--- config.mk ---
export PLATFORM = sky130hd
export DESIGN_NAME = lpf_frame_ctrl
export DESIGN_NICKNAME = d
export VERILOG_FILES = /design/src/lpf_pkg.sv /design/src/lpf_frame_ctrl.sv
export VERILOG_INCLUDE_DIRS = /design/src /design/src/src
export SDC_FILE = /design/constraint.sdc
export NUM_CORES = 1
export LEC_CHECK = 0
export BUFFER_PORTS_ARGS = -buffer_cell sky130_fd_sc_hd__buf_2
export CAP_MARGIN = 40
export CORE_UTILIZATION = 45
export DETAILED_ROUTE_END_ITERATION = 16
export MAX_ROUTING_LAYER = met4
export PLACE_DENSITY = 0.8
export SKIP_LAST_GASP = 1
export SLEW_MARGIN = 20
export SYNTH_ARGS = -nofsm -noshare
export SYNTH_HDL_FRONTEND = slang
export SYNTH_SLANG_ARGS = --single-unit
--- constraint.sdc ---
create_clock -name clk -period 12.3 [get_ports clk]
set_input_delay 2.46 -clock clk [delete_from_list [all_inputs] [get_ports clk]]
set_output_delay 2.46 -clock clk [all_outputs]
set_load 0.02 [all_outputs]
--- src/led_pixel_frame_serializer_defines.svh ---
// Assertion macros used by the LED pixel frame serializer RTL.
// Requires clk and rst_n in the scope of every use.
`ifndef LED_PIXEL_FRAME_SERIALIZER_DEFINES_SVH
`define LED_PIXEL_FRAME_SERIALIZER_DEFINES_SVH

// Same-cycle implication, disabled during reset.
`define LPF_ASSERT_NOW(label, ante, cons, msg) \
    label: assert property (@(posedge clk) disable iff (!rst_n) (ante) |-> (cons)) \
        else $error(msg);

// Next-cycle implication, disabled during reset.
`define LPF_ASSERT_NEXT(label, ante, cons, msg) \
    label: assert property (@(posedge clk) disable iff (!rst_n) (ante) |=> (cons)) \
        else $error(msg);

`endif

--- src/lpf_pkg.sv ---
// Package for the LED pixel frame serializer: sizes, codes, payload types
// and the brightness bit-select function. No dependencies.
`timescale 1ns / 1ps

package lpf_pkg;

    localparam int MAX_PIXELS     = 256;
    localparam int ADDR_W         = $clog2(MAX_PIXELS);
    localparam int LEN_W          = 9;
    localparam int LVL_W          = 3;
    localparam int PIX_W          = 16;
    localparam int POS_W          = 8;
    localparam int START_BITS     = 32;
    localparam int BITS_PER_PIXEL = 16;
    localparam int BITCUR_W       = $clog2(START_BITS);
    localparam int CFG_DATA_W     = 9;
    localparam int CFG_IDX_W      = 1;

    localparam logic [PIX_W-1:0] PIXEL_RESET  = 16'h8000;
    localparam logic [LVL_W-1:0] LEVEL_FULL   = 3'd5;
    localparam logic [LEN_W-1:0] LEN_RESET    = LEN_W'(MAX_PIXELS);

    typedef enum logic [1:0] {
        REQ_SET   = 2'd0,
        REQ_FILL  = 2'd1,
        REQ_START = 2'd2,
        REQ_TICK  = 2'd3
    } req_type_t;

    typedef enum logic [CFG_IDX_W-1:0] {
        CFG_STRIP_LENGTH = 1'b0,
        CFG_GLOBAL_LEVEL = 1'b1
    } cfg_index_t;

    typedef enum logic [1:0] {
        ST_IDLE,
        ST_FILL,
        ST_READ
    } lpf_state_t;

    typedef struct packed {
        logic [1:0]       req_type;
        logic [POS_W-1:0] position;
        logic [PIX_W-1:0] pixel_word;
    } lpf_req_t;

    typedef struct packed {
        logic data_bit;
        logic bit_valid;
        logic frame_last;
        logic busy_res;
        logic rejected;
    } lpf_res_t;

    typedef struct packed {
        logic              we;
        logic [ADDR_W-1:0] addr;
        logic [PIX_W-1:0]  data;
    } lpf_mem_wr_t;

    typedef struct packed {
        logic idle;
        logic res_load;
    } lpf_ctrl_status_t;

    // Bit idx (0 = first sent) of pixel word w at brightness lvl.
    // Channel bits beyond the kept top lvl bits go out as zeros.
    function automatic logic level_bit(logic [PIX_W-1:0] w, logic [3:0] idx,
                                       logic [LVL_W-1:0] lvl);
        logic [3:0]       base;
        logic [2:0]       p;
        logic [3:0]       sum;
        logic [3:0]       src;
        logic [LVL_W-1:0] l;
        l = (lvl > LEVEL_FULL) ? LEVEL_FULL : lvl;
        if (idx <= 4'd5) begin
            base = 4'd0;
            p    = 3'(idx - 4'd1);
        end
        else if (idx <= 4'd10) begin
            base = 4'd5;
            p    = 3'(idx - 4'd6);
        end
        else begin
            base = 4'd10;
            p    = 3'(idx - 4'd11);
        end
        sum = 4'(p) + 4'(l);
        src = 4'd14 - base - (sum - 4'd5);
        if (idx == 4'd0)
            return w[PIX_W-1];
        else if (sum < 4'd5)
            return 1'b0;
        else
            return w[src];
    endfunction

endpackage

--- src/lpf_frame_ctrl.sv ---
// Request sequencer: set/fill/start/tick handling, frame cursors, fill sweep
// and pixel fetch. Uses lpf_pkg and the assertion macro header.
`timescale 1ns / 1ps
`include "led_pixel_frame_serializer_defines.svh"

module lpf_frame_ctrl (
    input  logic                          clk,
    input  logic                          rst_n,
    input  logic                          req_fire,
    input  lpf_pkg::lpf_req_t             req,
    input  logic [lpf_pkg::LEN_W-1:0]     len,
    input  logic [lpf_pkg::LVL_W-1:0]     level,
    output lpf_pkg::lpf_ctrl_status_t     status,
    output lpf_pkg::lpf_res_t             res,
    output lpf_pkg::lpf_mem_wr_t          mem_wr,
    output logic [lpf_pkg::ADDR_W-1:0]    mem_rd_addr,
    input  logic [lpf_pkg::PIX_W-1:0]     mem_rd_data
);
    import lpf_pkg::*;

    localparam logic [BITCUR_W-1:0] START_LAST = BITCUR_W'(START_BITS - 1);
    localparam logic [BITCUR_W-1:0] PIX_LAST   = BITCUR_W'(BITS_PER_PIXEL - 1);

    lpf_state_t          state_reg, state_next;
    logic                frame_active_reg, frame_active_next;
    logic                in_start_run_reg, in_start_run_next;
    logic [ADDR_W-1:0]   pixel_cursor_reg, pixel_cursor_next;
    logic [BITCUR_W-1:0] bit_cursor_reg, bit_cursor_next;
    logic [ADDR_W-1:0]   fill_idx_reg, fill_idx_next;
    logic [PIX_W-1:0]    fill_word_reg, fill_word_next;

    always_ff @(posedge clk or negedge rst_n)
    begin
        if (!rst_n)
        begin
            state_reg        <= ST_IDLE;
            frame_active_reg <= 1'b0;
            in_start_run_reg <= 1'b0;
            pixel_cursor_reg <= '0;
            bit_cursor_reg   <= '0;
            fill_idx_reg     <= '0;
        end
        else
        begin
            state_reg        <= state_next;
            frame_active_reg <= frame_active_next;
            in_start_run_reg <= in_start_run_next;
            pixel_cursor_reg <= pixel_cursor_next;
            bit_cursor_reg   <= bit_cursor_next;
            fill_idx_reg     <= fill_idx_next;
        end
    end

    always_ff @(posedge clk)
    begin
        fill_word_reg <= fill_word_next;
    end

    // High on the frame's last pixel: at its end the frame closes, else the cursor moves on.
    logic pixel_is_last;
    assign pixel_is_last = (LEN_W'(pixel_cursor_reg) + LEN_W'(1)) >= len;

    always_comb
    begin
        state_next        = state_reg;
        frame_active_next = frame_active_reg;
        in_start_run_next = in_start_run_reg;
        pixel_cursor_next = pixel_cursor_reg;
        bit_cursor_next   = bit_cursor_reg;
        fill_idx_next     = fill_idx_reg;
        fill_word_next    = fill_word_reg;
        mem_wr            = '0;
        mem_rd_addr       = pixel_cursor_reg;
        res               = '0;
        status.res_load   = 1'b0;
        status.idle       = (state_reg == ST_IDLE);

        unique case (state_reg)
            ST_IDLE:
            begin
                if (req_fire)
                begin
                    status.res_load = 1'b1;
                    unique case (req_type_t'(req.req_type))
                        REQ_SET:
                        begin
                            if (frame_active_reg || (LEN_W'(req.position) >= len))
                                res.rejected = 1'b1;
                            else
                            begin
                                mem_wr.we   = 1'b1;
                                mem_wr.addr = ADDR_W'(req.position);
                                mem_wr.data = req.pixel_word;
                            end
                        end
                        REQ_FILL:
                        begin
                            if (frame_active_reg)
                                res.rejected = 1'b1;
                            else
                            begin
                                status.res_load = 1'b0;
                                fill_idx_next   = '0;
                                fill_word_next  = req.pixel_word;
                                state_next      = ST_FILL;
                            end
                        end
                        REQ_START:
                        begin
                            if (frame_active_reg)
                                res.rejected = 1'b1;
                            else
                            begin
                                frame_active_next = 1'b1;
                                in_start_run_next = 1'b1;
                                pixel_cursor_next = '0;
                                bit_cursor_next   = '0;
                            end
                        end
                        REQ_TICK:
                        begin
                            if (frame_active_reg)
                            begin
                                if (in_start_run_reg)
                                begin
                                    res.bit_valid = 1'b1;
                                    if (bit_cursor_reg >= START_LAST)
                                    begin
                                        in_start_run_next = 1'b0;
                                        bit_cursor_next   = '0;
                                    end
                                    else
                                        bit_cursor_next = bit_cursor_reg + BITCUR_W'(1);
                                end
                                else
                                begin
                                    // pixel bit: wait in ST_READ for the registered store read
                                    status.res_load = 1'b0;
                                    state_next      = ST_READ;
                                end
                            end
                        end
                        default:
                        begin
                        end
                    endcase
                end
            end
            ST_FILL:
            begin
                mem_wr.we   = 1'b1;
                mem_wr.addr = fill_idx_reg;
                mem_wr.data = fill_word_reg;
                if ((LEN_W'(fill_idx_reg) + LEN_W'(1)) >= len)
                begin
                    status.res_load = 1'b1;
                    state_next      = ST_IDLE;
                end
                else
                    fill_idx_next = fill_idx_reg + ADDR_W'(1);
            end
            ST_READ:
            begin
                status.res_load = 1'b1;
                res.bit_valid   = 1'b1;
                res.data_bit    = level_bit(mem_rd_data, bit_cursor_reg[3:0], level);
                state_next      = ST_IDLE;
                if (bit_cursor_reg >= PIX_LAST)
                begin
                    bit_cursor_next = '0;
                    if (pixel_is_last)
                    begin
                        res.frame_last    = 1'b1;
                        frame_active_next = 1'b0;
                        pixel_cursor_next = '0;
                    end
                    else
                        pixel_cursor_next = pixel_cursor_reg + ADDR_W'(1);
                end
                else
                    bit_cursor_next = bit_cursor_reg + BITCUR_W'(1);
            end
            default:
            begin
                state_next = ST_IDLE;
            end
        endcase

        res.busy_res = frame_active_next;
    end

    `LPF_ASSERT_NOW(a_fill_not_in_frame, state_reg == ST_FILL, !frame_active_reg,
        "fill sweep running during a frame")
    `LPF_ASSERT_NOW(a_start_run_in_frame, in_start_run_reg, frame_active_reg,
        "start run flagged outside a frame")
    `LPF_ASSERT_NOW(a_last_closes_frame, status.res_load && res.frame_last,
        res.bit_valid && !res.busy_res && state_reg == ST_READ,
        "frame end without a pixel bit")
    `LPF_ASSERT_NEXT(a_read_returns, state_reg == ST_READ, state_reg == ST_IDLE,
        "pixel read did not finish in one cycle")

endmodule

======== Word-level counts from Yosys, hierarchy flattened ========
Cells that the tools add are included.
storage, ports and cells
  register bits after elaboration ......... 41
  input bits .............................. 57
  word-level logic and storage cells ...... 134
operators by class
  $add $sub $neg .......................... 12
  order comparisons ....................... 10
  eq/ne operators ......................... 21
  mux-type cells .......................... 69
  bitwise gates (word level) .............. 1
  reductions and logical operators ........ 14
operators with widths
  kind                                                   number
  two-way mux 25 bit                                     3
  two-way mux 8 bit                                      8
  case mux 25 bit (2 select lines)                       1
  case mux 8 bit (2 select lines)                        2
  two-way mux 5 bit                                      6
  two-way mux 1 bit                                      26
  case mux 5 bit (2 select lines)                        2
  adder 8 x 1 -> 9 bit, second input constant            2
  greater-or-equal comparator 9 bit                      2
  adder 8 x 1 -> 8 bit, second input constant            2
  inequality test 3 bit, second input constant           5
  AND reduction 5 bit                                    3
  inequality test 2 bit, second input constant           7
  two-way mux 3 bit                                      4
  two-way mux 4 bit                                      3
  AND reduction 6 bit                                    2
  two-way mux 2 bit                                      5
  case mux 1 bit (2 select lines)                        5
  greater-or-equal comparator 8 x 9 -> 1 bit             1
  case mux 2 bit (2 select lines)                        2
  equality test 2 bit, second input constant             3
  inequality test 3 x 1 -> 1 bit, second input constant  2
  nonzero test 2 bit                                     3
  adder 5 x 1 -> 5 bit, second input constant            1
  other kinds (24)                                       27

======== Logic depth before layout (Yosys ltp) ========
  depth in word-level cells ............... 12
  mapped depth ............................ 20
  gate-level depth less buffers ........... 20

======== Worst setup path after synthesis ========
Ideal clock, no wire load.
  path kind ............................... in2out
  start ................................... input port level[2] (netlist name)
  end ..................................... output port res[4] (netlist name)
  arrival ................................. 5.137 ns
  path slack .............................. 4.703 ns
  stages on the path ...................... 13
  buffers on the path ..................... 0
  path through ............................ a21o_1 > ha_1 > fa_1 > inv_1 > ha_1 > ha_1 > inv_1 > fa_1 > xor2_1 > xnor2_1 > xnor2_1 > o2111ai_1 > a21oi_1
RTL lines
  what                RTL line              text
  start: declaration  lpf_frame_ctrl.sv:12  input logic [lpf_pkg::LVL_W-1:0] level,
  end: declaration    lpf_frame_ctrl.sv:14  output lpf_pkg::lpf_res_t res,

==> reports/results.ini <==
[status]
status=completed

[sta]
hold_viol=0
fmax_mhz=126.1
period_needed_ps=7933
worst_pin_slew_ps=659.0
slew_viol_final=0
tns_ps=0
rsz0062_at_grt=false
setup-violations-final=0
max_slew_margin_pct=56.07
skew_ps=9.173
finalCritPeriodShare_pct=64.50
setup_slack_ps=4367

[drt]
wirelength_um=7990
wl_per_cell_um=14.61
drtIter0Drc=158
ant_nets=0
num_vias=3047
drc=0
viasPerCell=5.570
firstDrtPassIters=4

[worst_setup_path]
arrival_ps=5470
crit_chain=buf_2 > a21o_1 > ha_1 > fa_1 > inv_1 > ha_1 > ha_1 > mux4_2 > mux2_2 > o2111ai_1 > a21oi_1 > buf_2
endpoint_kind=primary output
cp_num_buf_inv=3
worstPathMaxFanout=4
path_class=in -> out
max_stage_delay_ps=530
cp.required_ps=9840
start_kind=input pin
crit_path_top_delay_cell=mux4_2
critPathTopFamily=adder cells
crit_top_cell=ha_1

[min_path]
min_path_type=reg -> reg

[floorplanning]
io_pins=97
die_area_mm2=0.007966
die_y_um=89.25
fp.coreArea_mm2=0.007292
die_x_um=89.25
initial_core_util_pct=46.98
num_rows=31

[place]
gp_congestion=0.8537
pre_cts_ws_ps=4369
hpwlAfterDp_um=6330
numPortBuffers=96

[finish]
layout.nets=552
final_util_pct=55.71
final_cell_mix=buf_2, ha_1, nand2_1
layout_commonest_cell=buf_2
fillers=658
synthToLayoutAreaGrowth_pct=18.59
multiInputGateArea_mm2=0.002115
drive_gt1_share_pct=27.46
seq_area_mm2=0.001106
n_antenna_cell=0
largest_register_ffs=16

[clock_network]
htree_levels=2
clockBufferDepth=2
postCtsHoldBufs=0
clk_pin_slew_ps=80
cts_tree=yes
cts_resized=0
post-cts-setup-buffers=0
numCtsBuffers=5
clockRootBuffer=clkbuf_8
cts_sinks=41
clk_latency_ps=290

[synth]
synth_compound_area_share_pct=21.59
synthMuxAreaShare_pct=3.871
synth_ff_type=dfrtp_1
yosys-top-cells-area=dfrtp_1, ha_1, edfxtp_1
syn_area_mm2=0.003426
synthAdderAreaFrac_pct=17.97
yosysUniqueCellTypes=52
yosys.area_share.simple_pct=14.90
ys_ff_latch=41
syn_area_per_cell_um2=9.677
synth_edf_count=16
synth_seq_area_share_pct=32.29
yosysWarnings=0
syn_inst=354
synth_top_area_share_pct=18.26
synth_top_family_by_area=compound AO/OA/AOI/OAI gates
synth-async-reset-ratio_pct=60.98
synthXorXnorAreaFrac_pct=3.324
synth_top_cell_by_area=dfrtp_1
syn_nets=459

[global_route]
grt_antenna_before_repair=0
grt_first_pass_wirelength_um=12590
grt_usage_pct=21.28
grt_max_degree=26
grt_pass1_vias=2757
overflow=0

[pwr]
p_int_uw=394.5
seq_power_share_pct=27.3
power_frac_clock_pct=15.7
switching_share_pct=41.71
leakage_nw=2.206
power_density_mw_per_mm2=166.6
p_switching_uw=282.3
p_comb_share_pct=57.0
power_uw=676.9
peakVddDrop_v=0.00008035

[flow_run]
drv_cap=0

[stage by stage]
stage	instance area [um2]	hold WS [ps]	std cells
3_5_place_dp	3941	549.0	538
3_3_place_gp	3926	547.9	537
2_1_floorplan	3426	523.0	354
5_1_grt	4063	609.1	547
6_report	4063	570.1	547
4_1_cts	4048	570.2	546
[area by class of cell]
type | instances | area share [%]
inverter | 27 | 2.495
sequential | 41 | 27.23
clock buffer | 6 | 1.786
multi-input combinational | 274 | 52.05
clock inverter | 2 | 0.8315
timing repair buffer | 98 | 12.57
tap | 99 | 3.049
[routing by layer]
metal  track usage (%)  wire, um  up-vias
li1                  -         -     1491
met3             3.232       300       22
met4             9.668       223        0
met1             26.15      3648     1436
met5                 -         0        -
met2             34.63      3817       98
[worst paths after layout]
kind / start / endpoint / slack [ps] / depth (start not counted)
setup / recovery: level[2] / res[4] / 4370 / 12
min in group asynchronous: rst_n / mem_rd_addr[1] / 2160 / 1
setup reg to reg: mem_rd_addr[0] / mem_rd_addr[5] / 9050 / 13
max in group asynchronous: rst_n / bit_cursor_reg[1] / 9730 / 1
hold reg to reg: mem_rd_addr[7] / mem_rd_addr[7] / 570 / 1
hold / removal: mem_rd_addr[7] / mem_rd_addr[7] / 570 / 1
[cell usage after synthesis (all sizes together), types with 2 or more instances]
| cell | number |
|---|---|
| clkbuf | 4 |
| ha | 46 |
| fa | 2 |
| a21o | 19 |
| o21ai | 12 |
| a21oi | 22 |
| xor2 | 6 |
| inv | 27 |
| o22ai | 4 |
| nand2b | 7 |
| nor2b | 5 |
| dfrtp | 25 |
| nand4 | 3 |
| or3 | 2 |
| or2 | 3 |
| edfxtp | 16 |
| nand3 | 20 |
| mux4 | 4 |
| buf | 7 |
| nor3 | 6 |
| nand2 | 29 |
| mux2i | 2 |
| mux2 | 2 |
| and3 | 7 |
| xnor2 | 7 |
| a22o | 30 |
| nor2 | 19 |
| a211oi | 3 |
| o31ai | 2 |
[logic make-up (layout without fill, tap and decap cells)]
family,count (synthesis),count (layout)
buffers and inverters,39,133
adders and majority gates,48,48
muxes,8,8
DFF,41,41
and+or+nand+nor,105,105
xor gates and xnor gates,13,13
AOI/OAI and AO/OA,100,100
[power groups by stage]
stage	Clock (mW)	Combinational, mW	Sequential (mW)
finish	0.106	0.385	0.185
global route	0.115	0.429	0.188
CTS	0.109	0.388	0.184
detailed placement	0	0.386	0.187
global placement	0	0.361	0.186
floorplan	0	0.289	0.185
Power figures use the tool's default switching activity.
